File: src/rtl/core/tni_pkg.sv
// ----------------------------------------------------------------------------
// tni_pkg
// Shared widths, types and helpers for the triangle normal interpolator.
// ----------------------------------------------------------------------------
package tni_pkg;

	localparam int CRD_W   = 32;               // Q16.16 position
	localparam int NRM_W   = 16;               // Q2.14 normal
	localparam int DIF_W   = CRD_W + 1;        // position difference
	localparam int MOP_W   = DIF_W + 1;        // multiplier operand
	localparam int ACC_W   = 70;               // accumulator
	localparam int DIV_NW  = 96;               // dividend bits
	localparam int DIV_DW  = 64;               // divisor bits
	localparam int SQ_XW   = 64;               // radicand bits
	localparam int SQ_RW   = SQ_XW / 2;        // root bits
	localparam int MUL_CW  = $clog2(MOP_W + 1);
	localparam int DIV_CW  = $clog2(DIV_NW + 1);
	localparam int SQ_CW   = $clog2(SQ_RW + 1);
	localparam int NORM_BITS = 31;
	localparam int WGT_FRAC  = 16;
	localparam int NRM_FRAC  = NRM_W - 2;

	localparam int IN_DW  = 3 * CRD_W + 3 * NRM_W;
	localparam int IN_UW  = 3;
	localparam int OUT_DW = 6 * NRM_W + 2 * CRD_W;
	localparam int OUT_UW = 1;

	localparam logic FN_LOAD  = 1'b0;
	localparam logic FN_QUERY = 1'b1;
	localparam logic [1:0] NUM_SLOTS = 2'd3;

	localparam logic [DIV_DW-1:0] RATIO_MAX = {2'b00, {(DIV_DW-2){1'b1}}};
	localparam logic [SQ_RW+1:0]  WGT_ONE   = (SQ_RW+2)'(1) << WGT_FRAC;

	typedef logic signed [ACC_W-1:0] acc_t;
	typedef logic signed [MOP_W-1:0] mop_t;
	typedef logic signed [DIF_W-1:0] dif_t;

	localparam acc_t N16_MAX = (acc_t'(1) <<< (NRM_W - 1)) - acc_t'(1);
	localparam acc_t N16_MIN = -(acc_t'(1) <<< (NRM_W - 1));
	localparam acc_t C32_MAX = (acc_t'(1) <<< (CRD_W - 1)) - acc_t'(1);
	localparam acc_t C32_MIN = -(acc_t'(1) <<< (CRD_W - 1));

	typedef struct packed {
		logic go;
		logic first;  // clear accumulator before this product
		logic sub;    // subtract this product
	} mac_cmd_t;

	// corner c, axis k -> flat index 3c+k
	function automatic logic [3:0] idx9(logic [1:0] c, logic [1:0] k);
		return 4'({2'b00, c} * 4'd3 + {2'b00, k});
	endfunction

	function automatic logic [1:0] nxt3(logic [1:0] k);
		return (k == 2'd2) ? 2'd0 : k + 2'd1;
	endfunction

	function automatic logic [ACC_W-1:0] mag_acc(acc_t x);
		return x[ACC_W-1] ? ACC_W'(-x) : ACC_W'(x);
	endfunction

	function automatic logic signed [NRM_W-1:0] rnd_sat16(acc_t x);
		acc_t y;
		y = (x + (acc_t'(1) <<< (WGT_FRAC - 1))) >>> WGT_FRAC;
		if (y > N16_MAX) return N16_MAX[NRM_W-1:0];
		else if (y < N16_MIN) return N16_MIN[NRM_W-1:0];
		else return y[NRM_W-1:0];
	endfunction

	function automatic logic signed [CRD_W-1:0] rnd_sat32(acc_t x);
		acc_t y;
		y = (x + (acc_t'(1) <<< (NRM_FRAC - 1))) >>> NRM_FRAC;
		if (y > C32_MAX) return C32_MAX[CRD_W-1:0];
		else if (y < C32_MIN) return C32_MIN[CRD_W-1:0];
		else return y[CRD_W-1:0];
	endfunction

endpackage

File: src/rtl/core/tni_div.sv
// ----------------------------------------------------------------------------
// tni_div
// Radix-2 restoring divider, one quotient bit per cycle.
// ----------------------------------------------------------------------------
module tni_div import tni_pkg::*; (
	input  logic              clk,
	input  logic              arst_n,
	input  logic              go,
	input  logic [DIV_NW-1:0] num,
	input  logic [DIV_DW-1:0] den,
	output logic              done,
	output logic [DIV_NW-1:0] quo
);

	logic [DIV_NW-1:0] num_q, quo_q;
	logic [DIV_DW-1:0] den_q, rem_q;
	logic [DIV_CW-1:0] cnt_q;
	logic busy_q, done_q;
	logic [DIV_DW:0] trial, diff;
	logic ge;

	assign trial = {rem_q, num_q[DIV_NW-1]};
	assign diff  = trial - {1'b0, den_q};
	assign ge    = trial >= {1'b0, den_q};

	always_ff @(posedge clk or negedge arst_n) begin
		if (!arst_n) begin
			busy_q <= 1'b0;
			done_q <= 1'b0;
			cnt_q  <= '0;
		end else begin
			done_q <= 1'b0;
			if (go) begin
				busy_q <= 1'b1;
				cnt_q  <= DIV_CW'(DIV_NW);
			end else if (busy_q) begin
				cnt_q <= cnt_q - 1'b1;
				if (cnt_q == DIV_CW'(1)) begin
					busy_q <= 1'b0;
					done_q <= 1'b1;
				end
			end
		end
	end

	always_ff @(posedge clk) begin
		if (go) begin
			num_q <= num;
			den_q <= den;
			rem_q <= '0;
		end else if (busy_q) begin
			num_q <= num_q << 1;
			rem_q <= ge ? diff[DIV_DW-1:0] : trial[DIV_DW-1:0];
			quo_q <= {quo_q[DIV_NW-2:0], ge};
		end
	end

	assign done = done_q;
	assign quo  = quo_q;

endmodule

File: config.mk
export PLATFORM = sky130hd
export DESIGN_NAME = tni_div
export DESIGN_NICKNAME = d
export VERILOG_FILES = /design/src/rtl/core/tni_pkg.sv /design/src/rtl/core/tni_div.sv
export SDC_FILE = /design/constraint.sdc
export NUM_CORES = 1
export LEC_CHECK = 0
export ABC_CLOCK_PERIOD_IN_PS = 4180
export BUFFER_PORTS_ARGS = -buffer_cell sky130_fd_sc_hd__buf_2
export CAP_MARGIN = 20
export CORE_UTILIZATION = 45
export CTS_BUF_LIST = sky130_fd_sc_hd__clkbuf_4
export DETAILED_ROUTE_END_ITERATION = 10
export PLACE_DENSITY = 0.66
export SLEW_MARGIN = 10
export SYNTH_ARGS = -nofsm -noshare
export SYNTH_HDL_FRONTEND = slang
export SYNTH_SLANG_ARGS = --single-unit
File: constraint.sdc
create_clock -name clk -period 4.18 [get_ports clk]
set_clock_uncertainty 0.1 [all_clocks]
set_input_delay 0.836 -clock clk [delete_from_list [all_inputs] [get_ports clk]]
set_output_delay 0.836 -clock clk [all_outputs]
set_load 0.05 [all_outputs]
-- Yosys cells after proc, flatten, opt, wreduce, memory -nomap -nowiden
Index checks and enable logic that the tools add are counted.
- output and inout port bits: 97
- register bits after elaboration: 329
- word-level logic and storage cells: 25
- equality and inequality tests: 1
- reductions and logical operators: 2
- muxes and demuxes: 11
- $add $sub $neg: 2
- order comparisons: 1
- bitwise gates (word level): 1
- operators by type and width (cell ; number):
    two-way mux 96 bit ; 2
    >= comparator 65 x 64 -> 1 bit ; 1
    two-way mux 64 bit ; 1
    subtractor 64 bit ; 1
    two-way mux 7 bit ; 2
    equality test 7 x 1 -> 1 bit (second input constant) ; 1
    subtractor 7 x 1 -> 7 bit (second input constant) ; 1
    two-way mux 1 bit ; 6
    AND reduction 2 bit ; 1
    nonzero test 2 bit ; 1
    NOT 1 bit ; 1

-- Depth between registers and ports, before layout
Gate-level depths: netlist (run 1).
- depth in word-level cells: 4
- depth in mapped cells: 14
- depth with buffers taken out: 12

-- Worst setup path before layout (run 1)
No wires, ideal clock.
- kind: input port to flip-flop
- from: in go
- to: reg num_q[0], enable pin
- stages on the path: 5
- buffers on the path: 3
- arrival: 3359 ps
- slack: 272 ps
- cells stage by stage: clkbuf_1 > nor2_1 > clkbuf_1 > buf_4 > inv_1
- word-level cells in the longest chain between the ends: 1
- RTL lines (item ; line ; RTL):
    start: declaration ; tni_div.sv:8 ; input logic go,
    nonzero test 2 bit (no line) ; n/a ;
    end signal: assignment ; tni_div.sv:48 ; num_q <= num;
    end signal: assignment ; tni_div.sv:52 ; num_q <= num_q << 1;
    end: declaration ; tni_div.sv:15 ; logic [DIV_NW-1:0] num_q, quo_q;
No other way between the ends.
A chain may end at the register's enable or synchronous reset.

-- Final worst setup path (run 1)
- from: reg den_q[22]
- to: reg rem_q[29]
- word-level cells in the longest chain between the ends: 2
- elaborated cells between the ends (all ways): 3
- those cells by class: add/sub: 1; order compare: 1; mux: 1
- RTL lines (item ; line ; RTL):
    start: declaration ; tni_div.sv:16 ; logic [DIV_DW-1:0] den_q, rem_q;
    start signal: assignment ; tni_div.sv:49 ; den_q <= den;
    subtractor 64 bit or >= comparator 65 x 64 -> 1 bit (tied branches) ; tni_div.sv:23, tni_div.sv:24 ;
    two-way mux 64 bit (*) ; tni_div.sv:53 ; rem_q <= ge ? diff[DIV_DW-1:0] : trial[DIV_DW-1:0];
    end signal: assignment ; tni_div.sv:53 ;
    end: declaration ; tni_div.sv:16 ;
Mark *: on every way between the ends. The rest lies on a longest branch, timed or not.

==> impl_metrics.env, run 1 <==
export IMPL_cts_sinks=329
export IMPL_synth_top_cell_area_share_pct=45.9
export IMPL_die_area_um2=38000
export IMPL_drive_gt1_share_pct=30.4
export IMPL_clockBufferDepth=3
export IMPL_synth_top_area_cell="edfxtp_1"
export IMPL_ant_nets=0
export IMPL_hold_viol=0
export IMPL_ys_types=90
export IMPL_initial_core_util_pct=45.8
export IMPL_reg2reg_slack_ps=540
export IMPL_dieWidth_um=195
export IMPL_layout_area_overhead_vs_synth_pct=17.7
export IMPL_tightestPinTransition_ps=949
export IMPL_overflow=0
export IMPL_cts_hold_buf=1
export IMPL_hold_ws_ps=126
export IMPL_min_path_cells=1
export IMPL_drt_wl_total_um=42800
export IMPL_fp_dieH_um=195
export IMPL_required_ps=4720
export IMPL_utilization_pct=53.9
export IMPL_via_count=13000
export IMPL_ys_warnings_count=0
export IMPL_min_from="den[2]"
export IMPL_dr_pass1_iters=5
export IMPL_maxCapViolations=0
export IMPL_r2r_cells=12
export IMPL_slew_headroom_pct=36.8
export IMPL_async_flop_share_pct=2.74
export IMPL_fmax_mhz=274
export IMPL_ios=260
export IMPL_cts_root_buf="clkbuf_4"
export IMPL_synth_seq_cells=329
export IMPL_path_max_fanout=17
export IMPL_antenna_found_initial=4
export IMPL_drtIter0Drc=977
export IMPL_multi_input_area_um2=6920
export IMPL_synthCells=1464
export IMPL_cts_clk_slew_worst_paths_ps=70
export IMPL_ys_seq_area_share_pct=54.9
export IMPL_r2r_start="den_q[22]"
export IMPL_drc=0
export IMPL_ir_drop_v=0.000277
export IMPL_synth_flop_cell="edfxtp_1"
export IMPL_core_um2=36600
export IMPL_std_cell_rows=70
export IMPL_num_nets_final=1992
export IMPL_yosysMostFrequentCell="edfxtp_1"
export IMPL_setup_viol=0
export IMPL_via_per_inst=5.66
export IMPL_finalWeightedCongestion=0.954
export IMPL_critical_path_class="reg -> reg"
export IMPL_rsz0062_at_grt="no"
export IMPL_outcome="completed"
export IMPL_cts_resized=0
export IMPL_grt_pass1_vias=12700
export IMPL_min_period_ps=3640
export IMPL_synth_common_cells="edfxtp_1, nor2_1, mux2_2"
export IMPL_start_kind="flip-flop"
export IMPL_yosys_top_cells_area="edfxtp_1, dfxtp_1, mux2_2"
export IMPL_final_cell_count_no_fill=2301
export IMPL_cellPowerDensity_nw_per_um2=558
export IMPL_track_usage_pct=22.4
export IMPL_synth_nets=1694
export IMPL_h_tree_depth=3
export IMPL_synth_enable_flop_cells=256
export IMPL_critical_path_endpoint_type="flip-flop"
export IMPL_port_buffer_count=259
export IMPL_grt_pass1_wl_um=67700
export IMPL_numCtsBuffers=91
export IMPL_hold_path_class="in -> reg"
export IMPL_fin_tns_setup_ps=0
export IMPL_synth_area_um2=16800
export IMPL_fill_cells=3270
export IMPL_post_drt_wl_per_cell_um=18.6
export IMPL_dp_cells=2136
export IMPL_seqCellArea_um2=9200
export IMPL_post_cts_repair_setup_buffers=0
export IMPL_hpwl_um=29400
export IMPL_rr_endpoint="rem_q[29]"
export IMPL_cts_tree="built"
export IMPL_clk_insertion_delay_late_ps=790
export IMPL_arrival_ps=4180
export IMPL_p_leak_nw=8.04
export IMPL_slew_violations=0
export IMPL_min_to="den_q[2]"
export IMPL_grt_start_max_net_pins=176
export IMPL_avgSynthCellArea_um2=11.4
export IMPL_finalCritPeriodShare_pct=87.2
where the power goes:
| part | internal [mW] | total (mW) | switching, mW |
|---|---|---|---|
| clock network | 1.59 | 2.97 | 1.38 |
| registers | 3.97 | 4.24 | 0.270 |
| logic | 1.46 | 3.80 | 2.34 |
sequential cells by signal, summed over array words and instances, names as in the netlist:
signal	flops
cnt_q	7
den_q	64
rem_q	64
done	1
busy_q	1
quo	96
num_q	96
area by class of cell:
| cell class | instances | share of cell area, % |
|---|---|---|
| clock inverter | 22 | 0.596 |
| timing repair buffer | 280 | 7.68 |
| inverter | 87 | 1.67 |
| multi-input combinational | 973 | 35.1 |
| sequential | 329 | 46.6 |
| clock buffer | 141 | 5.37 |
| antenna | 1 | 0.0127 |
| tap | 468 | 2.97 |
metal layers:
metal / wire, um / global-route usage [%] / up-vias
met2: 19300 / 34.1 / 515
li1: - / - / 6207
met5: 31 / 0 / -
met4: 1100 / 8.92 / 4
met1: 19400 / 30.7 / 6209
met3: 3020 / 5.47 / 90
worst max-delay path, stage by stage (launching register included):
cell	delay, ps
edfxtp_1	340
inv_1	50
ha_1	390
a21oi_1	130
o21ai_1	370
a21oi_1	90
o21ai_1	390
nand2_1	210
a21oi_2	250
o21ba_2	410
buf_4	310
o211ai_1	160
a311oi_1	280
kinds of logic (layout without fill, tap and decap cells):
group | count (synthesis) | in the layout | synth area share, %
and+or+nand+nor | 390 | 390 | 11.5
muxes | 101 | 101 | 6.79
adders and majority gates | 67 | 67 | 5.05
xor gates and xnor gates | 49 | 49 | 2.56
AOI/OAI and AO/OA | 366 | 366 | 15.3
other | 0 | 1 | 0
buffers and inverters | 162 | 530 | 3.90
DFF | 329 | 329 | 54.9
placed cells by master (no fill, tap or decap), types with 66 or more instances in the layout:
cell,n
ha_1,66
nor2_1,108
buf_2,258
clkbuf_4,141
mux2_2,97
nand2_1,87
o21ai_0,70
inv_1,85
edfxtp_1,256
a21oi_1,78
worst max-delay path by stage:
stage | start | to | slack, ps
finish | den_q[22] | rem_q[29] | 540
global route | den_q[27] | rem_q[26] | 250
CTS | den_q[27] | rem_q[29] | 620
detailed placement | den_q[42] | rem_q[48] | 620
global placement | den_q[42] | rem_q[52] | 710
floorplan | go | num_q[0] | 270
through the flow:
stage / total power, mW / worst slack (ps) / cell area, um2
2_1_floorplan: 7.08 / 272 / 16800
3_3_place_gp: 7.96 / 713 / 18500
3_5_place_dp: 8.01 / 618 / 18500
4_1_cts: 11.1 / 619 / 19700
5_1_grt: 11.7 / 247 / 19700
6_report: 11.0 / 537 / 19700
Power figures use the tool's default switching activity.
==> run 2: changes to the inputs <==
--- a/config.mk
+++ b/config.mk
@@ -5,13 +5,14 @@
 export SDC_FILE = /design/constraint.sdc
 export NUM_CORES = 1
 export LEC_CHECK = 0
-export ABC_CLOCK_PERIOD_IN_PS = 4180
+export ABC_AREA = 1
+export ABC_CLOCK_PERIOD_IN_PS = 3270
 export BUFFER_PORTS_ARGS = -buffer_cell sky130_fd_sc_hd__buf_2
 export CAP_MARGIN = 20
 export CORE_UTILIZATION = 45
 export CTS_BUF_LIST = sky130_fd_sc_hd__clkbuf_4
 export DETAILED_ROUTE_END_ITERATION = 10
-export PLACE_DENSITY = 0.66
+export PLACE_DENSITY = 0.67
 export SLEW_MARGIN = 10
 export SYNTH_ARGS = -nofsm -noshare
 export SYNTH_HDL_FRONTEND = slang
==> constraint.sdc (replaced) <==
create_clock -name clk -period 3.27 [get_ports clk]
set_clock_uncertainty 0.1 [all_clocks]
set_input_delay 0.654 -clock clk [delete_from_list [all_inputs] [get_ports clk]]
set_output_delay 0.654 -clock clk [all_outputs]
set_load 0.05 [all_outputs]
==> run 2 against run 1 <==
  * Non-clock buffer count grew 155
  * Utilization increased by 3.2 points
  * Die area up 12%
  * Worst hold slack gained 26 ps
  * Count of clock-buffer cells in the layout shrank 3
  * Fmax rose by 30%
  * Clock power rose by 33%
  * Critical endpoint is now rem_q[14]
  * Largest cell class unchanged
  * Highest routed layer is now met4
==> impl_metrics.env, run 2 <==
export IMPL_final_cell_mix="nand2_1, inv_1, buf_2, edfxtp_1, dlygate4sd3_1"
export IMPL_std_cell_rows=74
export IMPL_num_nets_final=3107
export IMPL_reg2reg_slack_ps=460
export IMPL_critical_path_endpoint_type="flip-flop"
export IMPL_cts_root_buf="clkbuf_4"
export IMPL_min_period_ps=2810
export IMPL_cellPowerDensity_nw_per_um2=436
export IMPL_hold_path_class="in -> async"
export IMPL_track_usage_pct=25.3
export IMPL_outcome="completed"
export IMPL_grtUsageMet2_pct=40.6
export IMPL_path_max_fanout=38
export IMPL_drc=0
export IMPL_die_area_um2=42400
export IMPL_finalWeightedCongestion=1.03
export IMPL_p_leak_nw=12.1
export IMPL_maxCapViolations=0
export IMPL_ys_seq_area_share_pct=49.1
export IMPL_ys_warnings_count=0
export IMPL_fp_dieH_um=206
export IMPL_synth_flop_cell="edfxtp_1"
export IMPL_cts_hold_buf=161
export IMPL_cts_sinks=329
export IMPL_synth_simple_area_share_pct=30.8
export IMPL_slew_violations=0
export IMPL_critical_path_class="reg -> reg"
export IMPL_synthCells=2406
export IMPL_synth_enable_flop_cells=256
export IMPL_hold_viol=0
export IMPL_fmax_mhz=356
export IMPL_via_count=16900
export IMPL_muxShareOfSynthArea_pct=0
export IMPL_grt_start_max_net_pins=124
export IMPL_final_setup_worst_slack_ps=464
export IMPL_grt_pass1_wl_um=83500
export IMPL_clockBufferDepth=3
export IMPL_async_flop_share_pct=2.74
export IMPL_synth_seq_cells=329
export IMPL_cts_clk_slew_worst_paths_ps=70
export IMPL_hpwl_um=38200
export IMPL_grt_pass1_vias=16300
export IMPL_synth_top_cell_area_share_pct=41.1
export IMPL_use_met1_pct=33.3
export IMPL_drt_wl_total_um=53300
export IMPL_port_buffer_count=259
export IMPL_ant_nets=0
export IMPL_overflow=0
export IMPL_layout_area_overhead_vs_synth_pct=24.9
export IMPL_synth_area_um2=18700
export IMPL_drive_gt1_share_pct=17.1
export IMPL_clk_insertion_delay_late_ps=810
export IMPL_layout_commonest_cell="nand2_1"
export IMPL_fin_tns_setup_ps=0
export IMPL_initial_core_util_pct=45.8
export IMPL_required_ps=3820
export IMPL_antenna_found_initial=3
export IMPL_grt_use_met3_pct=5.38
export IMPL_synth_nets=2636
export IMPL_slew_headroom_pct=43.0
export IMPL_top_usage_layer="met2"
export IMPL_pre_cts_ws_ps=488
export IMPL_numCtsBuffers=91
export IMPL_rsz0062_at_grt="no"
export IMPL_ir_drop_v=0.000341
export IMPL_setup_viol=0
export IMPL_dr_pass1_iters=5
export IMPL_drtIter0Drc=1196
export IMPL_cts_resized=0
export IMPL_synth_common_cells="nand2_1, inv_1, edfxtp_1"
export IMPL_post_drt_wl_per_cell_um=15.3
export IMPL_via_per_inst=4.83
export IMPL_synth_top_area_cell="edfxtp_1"
export IMPL_post_cts_repair_setup_buffers=0
export IMPL_avgSynthCellArea_um2=7.78
export IMPL_start_kind="flip-flop"
export IMPL_synth_top_family_by_area="simple AND/OR/NAND/NOR gates"
export IMPL_yosys_top_cells_area="edfxtp_1, nand2_1, inv_1"
export IMPL_synth_compound_area_share_pct=3.27
export IMPL_tightestPinTransition_ps=853
export IMPL_yosysMostFrequentCell="nand2_1"
export IMPL_synthAdderAreaFrac_pct=4.52
export IMPL_finalCritPeriodShare_pct=85.8
export IMPL_ys_types=39
export IMPL_synth_xor_area_share_pct=1.45
export IMPL_fill_cells=3828
export IMPL_arrival_ps=3350
export IMPL_h_tree_depth=3
export IMPL_dieWidth_um=206
export IMPL_cts_tree="built"
export IMPL_core_um2=40900
export IMPL_ios=260
## run 2: changes by cell type after synthesis, moves of 21 or more
cell,delta
inv_1,+339
nand2_2,+26
clkbuf_1,-21
nand3_1,+83
mux2_2,-97
nand2_1,+910
o21ai_0,-45
a21o_1,-27
nand3b_1,+30
a311oi_1,-39
a21oi_1,-23
## run 2: per-layer routing
metal,vias up,part of all wire (%)
li1,8495,-
met4,0,2.7
met5,-,0
met3,92,6.6
met2,566,46
met1,7704,45
## run 2: logic make-up (layout without fill, tap and decap cells)
family,after synthesis,after routing
buf+inv,499,1045
fa+ha+maj,67,67
compound gates,115,115
simple gates,1365,1365
other cells,0,3
flops,329,329
xor+xnor,31,31
## run 2: final cells by class
cell class	count	area, um2	share of cell area (%)
Sequential cell	329	9190	39.3
Multi-Input combinational cell	1578	7500	32.1
Timing Repair Buffer	435	3100	13.3
Inverter	442	1660	7.11
Clock buffer	138	1040	4.43
Tap cell	532	666	2.85
Clock inverter	30	214	0.915
Antenna cell	3	7.51	0.0321
## run 2: per-stage QoR
stage	total power [mW]	hold slack (ps)	instance area, um2	std cells	util, %
CTS	10.3	67.9	23400	3484	57.1
finish	10.2	152	23400	3487	57.1
global placement	6.12	326	20500	3155	50.1
floorplan	5.77	258	18700	2406	-
global route	10.7	106	23400	3487	57.1
detailed placement	6.14	329	20500	3155	50.1
## run 2: power by group
part	switching (mW)	leakage (nW)	internal, mW
Clock	1.79	0.734	2.18
Combinational	0.845	8.12	0.473
Sequential	0.106	3.24	4.81
Total	2.74	12.1	7.46
## run 2: path summary, 6_finish.rpt
path	startpoint	end	cells after the start
max	den_q[56]	rem_q[14]	14
min	arst_n	cnt_q[4]	2
max reg2reg	den_q[56]	rem_q[14]	14
min reg2reg	quo[5]	quo[6]	0
max in group asynchronous	arst_n	busy_q	2
min in group clk	go	den_q[61]	1
## run 2: critical path: stages (launching register included)
cell and delay (ps):
edfxtp_1 330, inv_1 60, ha_1 350, nand2_1 110, nor2_1 360, nand2_1 110, nor2_1 130, nand3_1 140
o22ai_2 160, nor2_4 70, nand2_2 70, buf_4 370, nand2_1 110, nand3_1 90, o21ai_1 60
