<file path="config.mk">
export PLATFORM = sky130hd
export DESIGN_NAME = tni_mac
export DESIGN_NICKNAME = d
export VERILOG_FILES = /design/src/rtl/core/tni_pkg.sv /design/src/rtl/core/tni_mac.sv
export SDC_FILE = /design/constraint.sdc
export NUM_CORES = 1
export LEC_CHECK = 0
export BUFFER_PORTS_ARGS = -buffer_cell sky130_fd_sc_hd__buf_2
export CORE_MARGIN = 2
export CORE_UTILIZATION = 25
export DETAILED_ROUTE_END_ITERATION = 6
export GPL_ROUTABILITY_DRIVEN = 1
export MAX_ROUTING_LAYER = met4
export PLACE_DENSITY = 0.42
export RECOVER_POWER = 50
export SLEW_MARGIN = 15
export SYNTH_ARGS = -nofsm -noshare
export SYNTH_HDL_FRONTEND = slang
export SYNTH_SLANG_ARGS = --single-unit
</file>
<file path="constraint.sdc">
create_clock -name clk -period 17.5 [get_ports clk]
set_input_delay 1.75 -clock clk [delete_from_list [all_inputs] [get_ports clk]]
set_output_delay 1.75 -clock clk [all_outputs]
set_load 0.02 [all_outputs]
</file>
<file path="src/rtl/core/tni_pkg.sv">
// ----------------------------------------------------------------------------
// tni_pkg
// Shared widths, types and helpers for the triangle normal interpolator.
// ----------------------------------------------------------------------------
package tni_pkg;

	localparam int CRD_W   = 32;               // Q16.16 position
	localparam int NRM_W   = 16;               // Q2.14 normal
	localparam int DIF_W   = CRD_W + 1;        // position difference
	localparam int MOP_W   = DIF_W + 1;        // multiplier operand
	localparam int ACC_W   = 70;               // accumulator
	localparam int DIV_NW  = 96;               // dividend bits
	localparam int DIV_DW  = 64;               // divisor bits
	localparam int SQ_XW   = 64;               // radicand bits
	localparam int SQ_RW   = SQ_XW / 2;        // root bits
	localparam int MUL_CW  = $clog2(MOP_W + 1);
	localparam int DIV_CW  = $clog2(DIV_NW + 1);
	localparam int SQ_CW   = $clog2(SQ_RW + 1);
	localparam int NORM_BITS = 31;
	localparam int WGT_FRAC  = 16;
	localparam int NRM_FRAC  = NRM_W - 2;

	localparam int IN_DW  = 3 * CRD_W + 3 * NRM_W;
	localparam int IN_UW  = 3;
	localparam int OUT_DW = 6 * NRM_W + 2 * CRD_W;
	localparam int OUT_UW = 1;

	localparam logic FN_LOAD  = 1'b0;
	localparam logic FN_QUERY = 1'b1;
	localparam logic [1:0] NUM_SLOTS = 2'd3;

	localparam logic [DIV_DW-1:0] RATIO_MAX = {2'b00, {(DIV_DW-2){1'b1}}};
	localparam logic [SQ_RW+1:0]  WGT_ONE   = (SQ_RW+2)'(1) << WGT_FRAC;

	typedef logic signed [ACC_W-1:0] acc_t;
	typedef logic signed [MOP_W-1:0] mop_t;
	typedef logic signed [DIF_W-1:0] dif_t;

	localparam acc_t N16_MAX = (acc_t'(1) <<< (NRM_W - 1)) - acc_t'(1);
	localparam acc_t N16_MIN = -(acc_t'(1) <<< (NRM_W - 1));
	localparam acc_t C32_MAX = (acc_t'(1) <<< (CRD_W - 1)) - acc_t'(1);
	localparam acc_t C32_MIN = -(acc_t'(1) <<< (CRD_W - 1));

	typedef struct packed {
		logic go;
		logic first;  // clear accumulator before this product
		logic sub;    // subtract this product
	} mac_cmd_t;

	// corner c, axis k -> flat index 3c+k
	function automatic logic [3:0] idx9(logic [1:0] c, logic [1:0] k);
		return 4'({2'b00, c} * 4'd3 + {2'b00, k});
	endfunction

	function automatic logic [1:0] nxt3(logic [1:0] k);
		return (k == 2'd2) ? 2'd0 : k + 2'd1;
	endfunction

	function automatic logic [ACC_W-1:0] mag_acc(acc_t x);
		return x[ACC_W-1] ? ACC_W'(-x) : ACC_W'(x);
	endfunction

	function automatic logic signed [NRM_W-1:0] rnd_sat16(acc_t x);
		acc_t y;
		y = (x + (acc_t'(1) <<< (WGT_FRAC - 1))) >>> WGT_FRAC;
		if (y > N16_MAX) return N16_MAX[NRM_W-1:0];
		else if (y < N16_MIN) return N16_MIN[NRM_W-1:0];
		else return y[NRM_W-1:0];
	endfunction

	function automatic logic signed [CRD_W-1:0] rnd_sat32(acc_t x);
		acc_t y;
		y = (x + (acc_t'(1) <<< (NRM_FRAC - 1))) >>> NRM_FRAC;
		if (y > C32_MAX) return C32_MAX[CRD_W-1:0];
		else if (y < C32_MIN) return C32_MIN[CRD_W-1:0];
		else return y[CRD_W-1:0];
	endfunction

endpackage

</file>
<file path="src/rtl/core/tni_mac.sv">
// ----------------------------------------------------------------------------
// tni_mac
// Bit-serial signed multiply-accumulate, one multiplier bit per cycle.
// ----------------------------------------------------------------------------
module tni_mac import tni_pkg::*; (
	input  logic     clk,
	input  logic     arst_n,
	input  mac_cmd_t cmd,
	input  mop_t     a,
	input  mop_t     b,
	output logic     done,
	output acc_t     acc
);

	logic [ACC_W-1:0] mcd_q;
	logic [MOP_W-1:0] mpl_q;
	logic [MUL_CW-1:0] cnt_q;
	logic neg_q, busy_q, done_q;
	acc_t acc_q;

	always_ff @(posedge clk or negedge arst_n) begin
		if (!arst_n) begin
			busy_q <= 1'b0;
			done_q <= 1'b0;
			cnt_q  <= '0;
		end else begin
			done_q <= 1'b0;
			if (cmd.go) begin
				busy_q <= 1'b1;
				cnt_q  <= MUL_CW'(MOP_W);
			end else if (busy_q) begin
				cnt_q <= cnt_q - 1'b1;
				if (cnt_q == MUL_CW'(1)) begin
					busy_q <= 1'b0;
					done_q <= 1'b1;
				end
			end
		end
	end

	always_ff @(posedge clk) begin
		if (cmd.go) begin
			mcd_q <= ACC_W'(a[MOP_W-1] ? MOP_W'(-a) : MOP_W'(a));
			mpl_q <= b[MOP_W-1] ? MOP_W'(-b) : MOP_W'(b);
			neg_q <= a[MOP_W-1] ^ b[MOP_W-1] ^ cmd.sub;
			if (cmd.first) acc_q <= '0;
		end else if (busy_q) begin
			if (mpl_q[0]) acc_q <= neg_q ? acc_q - $signed(mcd_q) : acc_q + $signed(mcd_q);
			mcd_q <= mcd_q << 1;
			mpl_q <= mpl_q >> 1;
		end
	end

	assign done = done_q;
	assign acc  = acc_q;

endmodule

</file>
Word level (Yosys, flattened, before mapping)
Cells that the tools add are included.
{"block": "totals", "output_inout_bits": 71, "wordCells": 38, "register_bits": 183, "in_bits": 73}
{"block": "classes", "reduce_logical": 3, "muxes": 19, "n_bitwise": 2, "eq_ne": 2, "add_sub_neg": 5}
{"operator": "$mux W70", "count": 8}
{"operator": "$mux W34", "count": 3}
{"operator": "$add A70 B70 Y70", "count": 1}
{"operator": "$sub A70 B70 Y70", "count": 1}
{"operator": "$neg A34 Y34", "count": 2}
{"operator": "$mux W6", "count": 2}
{"operator": "$eq A6 B1 Y1 const B", "count": 1}
{"operator": "$mux W1", "count": 6}
{"operator": "$sub A6 B1 Y6 const B", "count": 1}
{"operator": "$reduce_bool A2 Y1", "count": 2}
{"operator": "$reduce_and A3 Y1", "count": 1}
{"operator": "$ne A2 B2 Y1 const B", "count": 1}
{"operator": "$xor A1 B1 Y1", "count": 2}

Longest topological paths before layout
Gate-level depths: netlist of the first run.
{"block": "depth", "depth_word": 5, "ltp_mapped": 22, "depth_no_buf": 20}

Worst setup path after synthesis of the first run
No wires, ideal clock.
{"block": "synth_path", "kind": "input -> register", "from": "input cmd[2] in the netlist's numbering", "to": "register acc_q[0] (netlist: acc[0]) (enable)", "t_required_ps": 16905, "cell_stages": 3, "arrival_time_ps": 7087, "setup_slack_ps": 9818, "setup_ps": 595, "n_path_buf": 2, "cell_sequence": "clkbuf_1 -> buf_1 -> o21ai_0"}
{"block": "synth_via", "elab_chain_cells": 2, "elab_cells_between_ends": 4, "cone_classes": "1 x eq/ne; 3 x reduce/logical"}
{"element": "start: declaration", "line_no": "tni_mac.sv:8", "source": "input mac_cmd_t cmd,"}
{"element": "$ne A2 B2 Y1 (no source line) or $reduce_bool A2 Y1 (tied branches)"}
{"element": "$reduce_and A3 Y1 (no source line) (*)"}
{"element": "end signal: assignment", "line_no": "tni_mac.sv:48", "source": "if (mpl_q[0]) acc_q <= neg_q ? acc_q - $signed(mcd_q) : acc_q + $signed(mcd_q);"}
{"element": "end: declaration", "line_no": "tni_mac.sv:19", "source": "acc_t acc_q;"}
Mark *: on every way between the ends. The rest lies on a longest branch, timed or not.
A chain may end at the register's enable or synchronous reset.

Final worst setup path of the first run
{"block": "layout_path", "from": "input cmd[2] in the netlist's numbering", "to": "register acc_q[44] (netlist: acc[44]) (enable)"}
Same word-level chain as after synthesis.

==> results.toml, run 1 <==
[sta]
setup_viol = 0
finalMaxSlewViolations = 365
slew_headroom = -2.35
worst_pin_slew_ns = 5.03
rsz0062_at_grt = "false"
finalClockSkew_ns = 0.00907
finalCritPeriodShare = 0.583
hold_violations = 0
period_needed_ns = 10.20
timing.fmax_ghz = 0.0980
holdWs_ns = 0.524
finalSetupTns_ns = 0

[worst_setup_path]
slowest_stage = "clkbuf_1"
cp_top_family = "buffers and inverters"
worstPathCellList = "clkbuf_1 > o21ai_0 > clkbuf_1"
slowest_delay_ns = 3.45
cp.required_ns = 17.25
startpoint_type = "input pin"
cp_max_fo = 114
crit_buf_inv = 2
end_kind = "flop"
path_class = "in2reg"
crit_top_cell = "clkbuf_1"
cp_data_arrival_time_ns = 9.95

[route]
antenna_left = 0
dr.pass1.iters = 5
drc = 0
route.met3.wl_um = 2070
routed.top_layer = "met4"
wl_met1_um = 20600
vias_per_cell = 4.87
met2_length_um = 19400
vias = 11798
wl_per_cell_um = 17.8
drt_iter0_drc = 738
wirelength_um = 43100

[grt]
antenna_found_initial = 8
grt_pass1_vias = 11755
grt_pass1_wl_um = 67000
grt-ovfl-total = 0
grt_max_degree = 115
track_usage = 0.156

[power]
power_w = 0.00222
leakage_nw = 5.96
pwr_density_cell_nw_per_um2 = 139
peakVddDrop_mv = 0.0682

[yosys]
ys_ff_latch = 183
postSynth.asyncResetShare = 0.0437
synth_area_sq_um = 14100
yosysTopAreaCellShare = 0.373
synth-edff-count = 175
syn_nets = 1699
netlist_top_cells_area = "edfxtp_1 (37%), ha_1 (6.6%), xnor2_1 (6.5%)"
yosysTopAreaCell = "edfxtp_1"
yosysWarnings = 0
yosys_most_used_dff = "edfxtp_1"
ys_seq_area_frac = 0.388
synth_common_cells = "nor2_1 (195), edfxtp_1 (175), a21oi_1 (168)"
yosysMostFrequentCell = "nor2_1"
synth_cells = 1551
ys_types = 88
syn_avg_cell_area_sq_um = 9.07

[flow_run]
max-cap-violations = 6

[cts]
max-clock-path-buffers = 2
clockRootBuffer = "clkbuf_16"
ctsHoldBuffers = 0
h-tree-depth = 4
cts_tree = "built"
post_cts_buffers = 0
ctsResizeCount = 0
clock_latency_ns = 0.50
path_clk_slew_ns = 0.07
cts_sinks = 183
numCtsBuffers = 17

[floorplanning]
rows = 86
core_sq_um = 55400
dieArea_sq_um = 58200
die_w_um = 241
initial_core_util = 0.254
io-pin-count = 144
die_y_um = 241

[final_layout]
area_growth_pct = 13.6
fillCellCount = 5945
final_layout_size_suffix_gt1_frac = 0.0955
nets = 1800

[place]
routabilityCongestion = 0.863
io_buffers = 143
dp_hpwl_um = 32600

[outcome]
outcome = "finished with violations"
violations = "capacitance limit, slew limit"

[hold_path]
hold_path.class = "reg2reg"
-- layout make-up --
type	count	area, sq um	share of cell area
Tap cell	748	936	0.0586
Clock inverter	14	140	0.00877
Multi-Input combinational cell	1227	8060	0.504
Sequential cell	183	5460	0.341
Clock buffer	18	429	0.0269
Inverter	74	279	0.0175
Antenna cell	8	20.0	0.00125
Timing Repair Buffer	149	661	0.0413
-- worst reg2reg max path, cell delays in order (launching register included) --
cell and delay, ns:
dfrtp_1 0.50, nand2_1 0.08, o21ai_0 2.24, clkbuf_1 2.49
-- state kept, by name, indices dropped and copies added, names as in the netlist --
register / count
busy_q: 1
cnt_q: 6
done: 1
mcd_q: 70
neg_q: 1
acc: 70
mpl_q: 34
-- power by group --
group / total (W) / internal (W) / switching, W
Sequential: 0.000669 / 0.000599 / 0.0000698
Clock: 0.000404 / 0.000200 / 0.000203
Combinational: 0.00114 / 0.000425 / 0.000718
-- cell families after synthesis --
family                     after synthesis  share of synthesized area
AOI/OAI and AO/OA                      453                      0.200
xor gates and xnor gates               192                      0.120
adders and majority gates               75                     0.0672
buffers and inverters                  141                     0.0395
DFF                                    183                      0.388
muxes                                   23                     0.0184
and+or+nand+nor                        484                      0.167
-- path summary, 6_finish.rpt --
kind,start,end,slack (ns),cells after the start
min in group asynchronous,arst_n,busy_q$_DFF_PN0_,1.15,1
setup / recovery,cmd[2],acc[44]$_SDFFCE_PP0P_,7.30,3
hold / removal,cnt_q[5]$_DFFE_PN0N_,cnt_q[5]$_DFFE_PN0N_,0.52,2
max in group asynchronous,arst_n,cnt_q[5]$_DFFE_PN0N_,16.04,1
setup reg to reg,busy_q$_DFF_PN0_,acc[44]$_SDFFCE_PP0P_,11.68,3
hold reg to reg,cnt_q[5]$_DFFE_PN0N_,cnt_q[5]$_DFFE_PN0N_,0.52,2
-- routing by layer --
| metal | up-vias | track usage |
|---|---|---|
| li1 | 5884 | - |
| met4 | 0 | 0.0511 |
| met3 | 43 | 0.0377 |
| met5 | - | - |
| met1 | 5614 | 0.201 |
| met2 | 257 | 0.240 |
-- metrics by stage --
step	cells	cell area, sq um	setup WS (ns)	util
floorplan	1551	14100	9.82	-
global placement	2381	15500	11.99	0.280
detailed placement	2381	15500	11.92	0.280
CTS	2413	16100	11.91	0.290
global route	2421	16000	6.04	0.288
finish	2421	16000	7.30	0.288
-- layout by cell type, fill, tap and decap left out, types with 4 or more instances in the layout --
master     synthesis  routed
clkbuf_1          50      77
o41ai_1            9       9
ha_1              74      74
o211ai_1           5       5
a21oi_1          168     168
edfxtp_1         175     175
nand3_1           15      15
nand2b_1          12      12
xor2_1            87      87
xnor2_1          104     104
inv_1             74      73
buf_4              1       4
a211oi_1           5       5
a221oi_1           7       7
and3_1            10      10
nand4_1           21      21
o21bai_1          17      17
a31oi_1           25      25
clkbuf_16          0      17
or2_2              5       5
nor3_1            28      28
nor2b_1           14      14
o21a_1            11      11
or3_1             13      13
dfrtp_1            8       8
o31ai_1           23      23
buf_2              5      69
mux2_2            18      18
nor4_1            12      12
and2_1            12      11
inv_6              0       6
o21ai_0          106     106
a41oi_1            9       9
diode_2            0       8
nor2_1           195     195
or4_1              7       7
a21o_1            34      34
and4_1             5       5
nand2_1          104     104
Note: power is estimated with default switching activity, not from simulation.
==> run 2, diff against run 1 <==
--- a/config.mk
+++ b/config.mk
@@ -11,7 +11,7 @@
 export DETAILED_ROUTE_END_ITERATION = 6
 export GPL_ROUTABILITY_DRIVEN = 1
 export MAX_ROUTING_LAYER = met4
-export PLACE_DENSITY = 0.42
+export PLACE_DENSITY = 0.44
 export RECOVER_POWER = 50
 export SLEW_MARGIN = 15
 export SYNTH_ARGS = -nofsm -noshare
==> constraint.sdc (replaced) <==
create_clock -name clk -period 9 [get_ports clk]
set_input_delay 0.9 -clock clk [delete_from_list [all_inputs] [get_ports clk]]
set_output_delay 0.9 -clock clk [all_outputs]
set_load 0.02 [all_outputs]
==> results.toml, run 2 (synthesis gave the netlist of run 1 again) <==
[grt]
track_usage = 0.159
grt_pass1_wl_um = 68300
grt_max_degree = 147
antenna_found_initial = 7
grt-ovfl-total = 0
grt_pass1_vias = 11677

[cts]
ctsHoldBuffers = 0
numCtsBuffers = 17
cts_sinks = 183
max-clock-path-buffers = 2
h-tree-depth = 4
clock_latency_ns = 0.50
ctsResizeCount = 0
cts_tree = "built"
clockRootBuffer = "clkbuf_16"
post_cts_buffers = 0
path_clk_slew_ns = 0.08

[route]
drc = 0
vias_per_cell = 4.92
dr.pass1.iters = 6
vias = 11903
wirelength_um = 43900
wl_met1_um = 20800
wl_per_cell_um = 18.2
routed.top_layer = "met4"
drt_iter0_drc = 718
route.met3.wl_um = 2340
antenna_left = 0
met2_length_um = 19900

[sta]
timing.fmax_ghz = 0.149
period_needed_ns = 6.71
finalClockSkew_ns = 0.0114
fin_ws_ns = 2.29
finalCritPeriodShare = 0.746
finalSetupTns_ns = 0
worst_pin_slew_ns = 4.51
setup_viol = 0
hold_violations = 0
slew_headroom = -2.01
rsz0062_at_grt = "false"
finalMaxSlewViolations = 236

[worst_setup_path]
timing.rr.start = "mcd_q[7]$_DFFE_PN_"
cp_max_fo = 146
cp.required_ns = 9.13
path_class = "in2reg"
critPathLaunch = "cmd[2]"
cp_data_arrival_time_ns = 6.84
startpoint_type = "input pin"
end_kind = "flop"

[floorplanning]
io-pin-count = 144
core_sq_um = 55400
die_y_um = 241
dieArea_sq_um = 58200
initial_core_util = 0.254
rows = 86
die_w_um = 241

[place]
routabilityCongestion = 0.898
io_buffers = 143
dp_slack_ns = 3.45
dp_cells = 2380
dp_hpwl_um = 33200

[final_layout]
stdcell_count = 2419
layout_common_cells = "nor2_1 (195), edfxtp_1 (175), a21oi_1 (168), o21ai_0 (105)"
fillCellCount = 5980
fin_util = 0.289
ff_latch_area_sq_um = 5460
layout_commonest_cell = "nor2_1"
final_layout_size_suffix_gt1_frac = 0.0956
nets = 1799
multi_input_area_sq_um = 8060
area_growth_pct = 13.6

[power]
power.share.switching = 0.451
pwr-share-seq = 0.300
peakVddDrop_mv = 0.110
switching_power_w = 0.00195
intPower_w = 0.00238
comb_power_share = 0.518
pwr_density_cell_nw_per_um2 = 271
clkPwrFrac = 0.182
leakage_nw = 5.96

[hold_path]
hold_path.class = "in2async"

[outcome]
violations = "capacitance limit, slew limit"
outcome = "finished with violations"

[flow_run]
max-cap-violations = 5
==> run 2: per-layer routing <==
metal	up-vias	GRT usage
met5	-	-
met3	41	0.0361
li1	5861	-
met4	0	0.0486
met2	275	0.242
met1	5726	0.210
==> run 2: final timing paths <==
kind	end	slack, ns	cells after the start
max	acc[38]$_SDFFCE_PP0P_	2.29	5
min	cnt_q[5]$_DFFE_PN0N_	0.31	1
max reg2reg	acc[67]$_SDFFCE_PP0P_	3.39	18
min reg2reg	cnt_q[5]$_DFFE_PN0N_	0.53	2
max in group asynchronous	busy_q$_DFF_PN0_	8.37	1
min in group clk	cnt_q[5]$_DFFE_PN0N_	0.53	2
==> run 2: area by class of cell <==
class / instances / share of cell area
multi-input combinational: 1227 / 0.504
antenna: 7 / 0.00110
timing repair buffer: 148 / 0.0419
clock inverter: 15 / 0.00916
sequential: 183 / 0.341
clock buffer: 17 / 0.0266
inverter: 74 / 0.0175
tap: 748 / 0.0585
==> run 2: per-stage QoR <==
stage | instance area (sq um) | power (W) | hold WS, ns
3_5_place_dp | 15500 | 0.00357 | 0.505
3_3_place_gp | 15500 | 0.00358 | 0.497
6_report | 16000 | 0.00433 | 0.310
5_1_grt | 16000 | 0.00466 | 0.333
2_1_floorplan | 14100 | 0.00293 | 0.480
4_1_cts | 16100 | 0.00438 | 0.199
==> run 2: critical path, cell delays in order <==
cell	delay, ns
clkbuf_1	3.10
buf_12	0.47
nand2_1	0.10
o21ai_1	1.37
buf_4	0.84
==> run 2: power groups by stage <==
stage	sequential, W	clock [W]	combinational, W
after global routing	0.00132	0.000841	0.00250
after CTS	0.00130	0.000814	0.00227
final	0.00130	0.000786	0.00224
after detailed placement	0.00132	0	0.00225
after global placement	0.00132	0	0.00226
after floorplan	0.00140	0	0.00153
==> run 3, diff against run 2 <==
--- a/config.mk
+++ b/config.mk
@@ -11,7 +11,7 @@
 export DETAILED_ROUTE_END_ITERATION = 6
 export GPL_ROUTABILITY_DRIVEN = 1
 export MAX_ROUTING_LAYER = met4
-export PLACE_DENSITY = 0.44
+export PLACE_DENSITY = 0.42
 export RECOVER_POWER = 50
 export SLEW_MARGIN = 15
 export SYNTH_ARGS = -nofsm -noshare
==> constraint.sdc (replaced) <==
create_clock -name clk -period 6.26 [get_ports clk]
set_input_delay 0.626 -clock clk [delete_from_list [all_inputs] [get_ports clk]]
set_output_delay 0.626 -clock clk [all_outputs]
set_load 0.02 [all_outputs]
==> results.toml, run 3 (synthesis gave the netlist of run 1 again) <==
[floorplanning]
die_y_um = 241
rows = 86
io-pin-count = 144
core_sq_um = 55400
initial_core_util = 0.254
die_w_um = 241
dieArea_sq_um = 58200

[route]
wirelength_um = 43300
dr.pass1.iters = 5
vias_per_cell = 4.86
vias = 11773
wl_per_cell_um = 17.9
antenna_left = 0
drt_iter0_drc = 737
drc = 0

[worst_setup_path]
path_class = "reg2reg"
cp.required_ns = 6.50
cp_data_arrival_time_ns = 5.78
startpoint_type = "flop"
cp_max_fo = 8
end_kind = "flop"

[outcome]
outcome = "finished with violations"
violations = "capacitance limit, slew limit"

[place]
routabilityCongestion = 0.865
dp_cells = 2383
dpl_cell_area_sq_um = 15500
dp_hpwl_um = 33300
io_buffers = 143

[cts]
clockRootBuffer = "clkbuf_16"
cts_tree = "built"
numCtsBuffers = 17
cts_sinks = 183
h-tree-depth = 4
max-clock-path-buffers = 2
path_clk_slew_ns = 0.08
ctsResizeCount = 0
post_cts_buffers = 0
clock_latency_ns = 0.49

[grt]
grt_pass1_wl_um = 67200
grt_pass1_vias = 11690
grt-ovfl-total = 0
grt_max_degree = 68
track_usage = 0.157
antenna_found_initial = 6

[sta]
finalSetupTns_ns = 0
rsz0062_at_grt = "false"
setup_viol = 0
worst_pin_slew_ns = 2.97
timing.fmax_ghz = 0.180
finalCritPeriodShare = 0.885
hold_violations = 0
finalClockSkew_ns = 0.0137
period_needed_ns = 5.54
finalMaxSlewViolations = 309
slew_headroom = -0.998

[power]
peakVddDrop_mv = 0.130
pwr_density_cell_nw_per_um2 = 386
leakage_nw = 5.95

[hold_path]
hold_path.class = "in2reg"

[final_layout]
multi_input_area_sq_um = 8060
layout_commonest_cell = "nor2_1"
area_growth_pct = 13.7
finalInstanceArea_sq_um = 16000
stdcell_count = 2422
ff_latch_area_sq_um = 5460
layout_common_cells = "nor2_1 (195), edfxtp_1 (175), a21oi_1 (168), o21ai_0 (106)"
final_layout_size_suffix_gt1_frac = 0.0947
fillCellCount = 5968
nets = 1803

[flow_run]
max-cap-violations = 6
==> run 3: final cells by class <==
| type | instances | share of cell area |
|---|---|---|
| multi-input combinational | 1227 | 0.504 |
| sequential | 183 | 0.341 |
| tap | 748 | 0.0585 |
| timing repair buffer | 152 | 0.0429 |
| clock buffer | 18 | 0.0268 |
| inverter | 74 | 0.0174 |
| clock inverter | 14 | 0.00829 |
| antenna | 6 | 0.000939 |
==> run 3: worst paths after layout <==
path	startpoint	endpoint	slack [ns]	depth (start not counted)
worst max-delay path	mcd_q[4]$_DFFE_PN_	acc[68]$_SDFFCE_PP0P_	0.72	16
worst min-delay path	a[0]	mcd_q[0]$_SDFFCE_PN0N_	0.44	2
worst max register to register	mcd_q[4]$_DFFE_PN_	acc[68]$_SDFFCE_PP0P_	0.72	16
worst min register to register	cnt_q[5]$_DFFE_PN0N_	cnt_q[5]$_DFFE_PN0N_	0.53	2
max in group asynchronous	arst_n	busy_q$_DFF_PN0_	5.36	2
min in group asynchronous	arst_n	cnt_q[5]$_DFFE_PN0N_	0.60	2
==> run 3: repair_timing <==
action	CTS	global route
endpoints found under the hold margin	8	0
setup endpoints to repair	0	0
hold buffers	1	0
==> run 3: through the flow <==
stage | total power (W) | hold slack (ns) | util | setup slack [ns]
detailed placement | 0.00511 | 0.478 | 0.280 | 0.772
global route | 0.00665 | 0.418 | 0.289 | 0.188
floorplan | 0.00420 | 0.330 | - | 1.57
CTS | 0.00627 | 0.394 | 0.290 | 0.748
global placement | 0.00513 | 0.478 | 0.280 | 0.838
finish | 0.00617 | 0.439 | 0.289 | 0.719
==> run 3: power by group <==
part | switching [W] | leakage (nW) | total, W | internal (W)
clock network | 0.000528 | 0.261 | 0.00111 | 0.000581
logic | 0.00200 | 3.74 | 0.00318 | 0.00119
registers | 0.000203 | 1.95 | 0.00188 | 0.00167
total | 0.00273 | 5.95 | 0.00617 | 0.00344
==> run 3: critical path, cell delays in order, from the launching register on <==
cell and delay [ns]:
edfxtp_1 0.43, or2_1 0.29, or3b_4 0.44, nor3b_2 0.24
and2_1 0.40, nor2_1 0.11, xnor2_1 0.17, ha_1 0.38
nand2_1 0.14, nor3_1 0.40, o2111ai_1 0.31, a311oi_2 0.50
o21ai_1 0.23, o21ai_2 0.42, nor2_2 0.07, o31ai_1 0.38
mux2_2 0.38
==> run 3: layer usage <==
layer | track usage | share of wire
met1 | 0.203 | 0.48
met2 | 0.245 | 0.46
met3 | 0.0321 | 0.045
met4 | 0.0511 | 0.021
met5 | - | 0
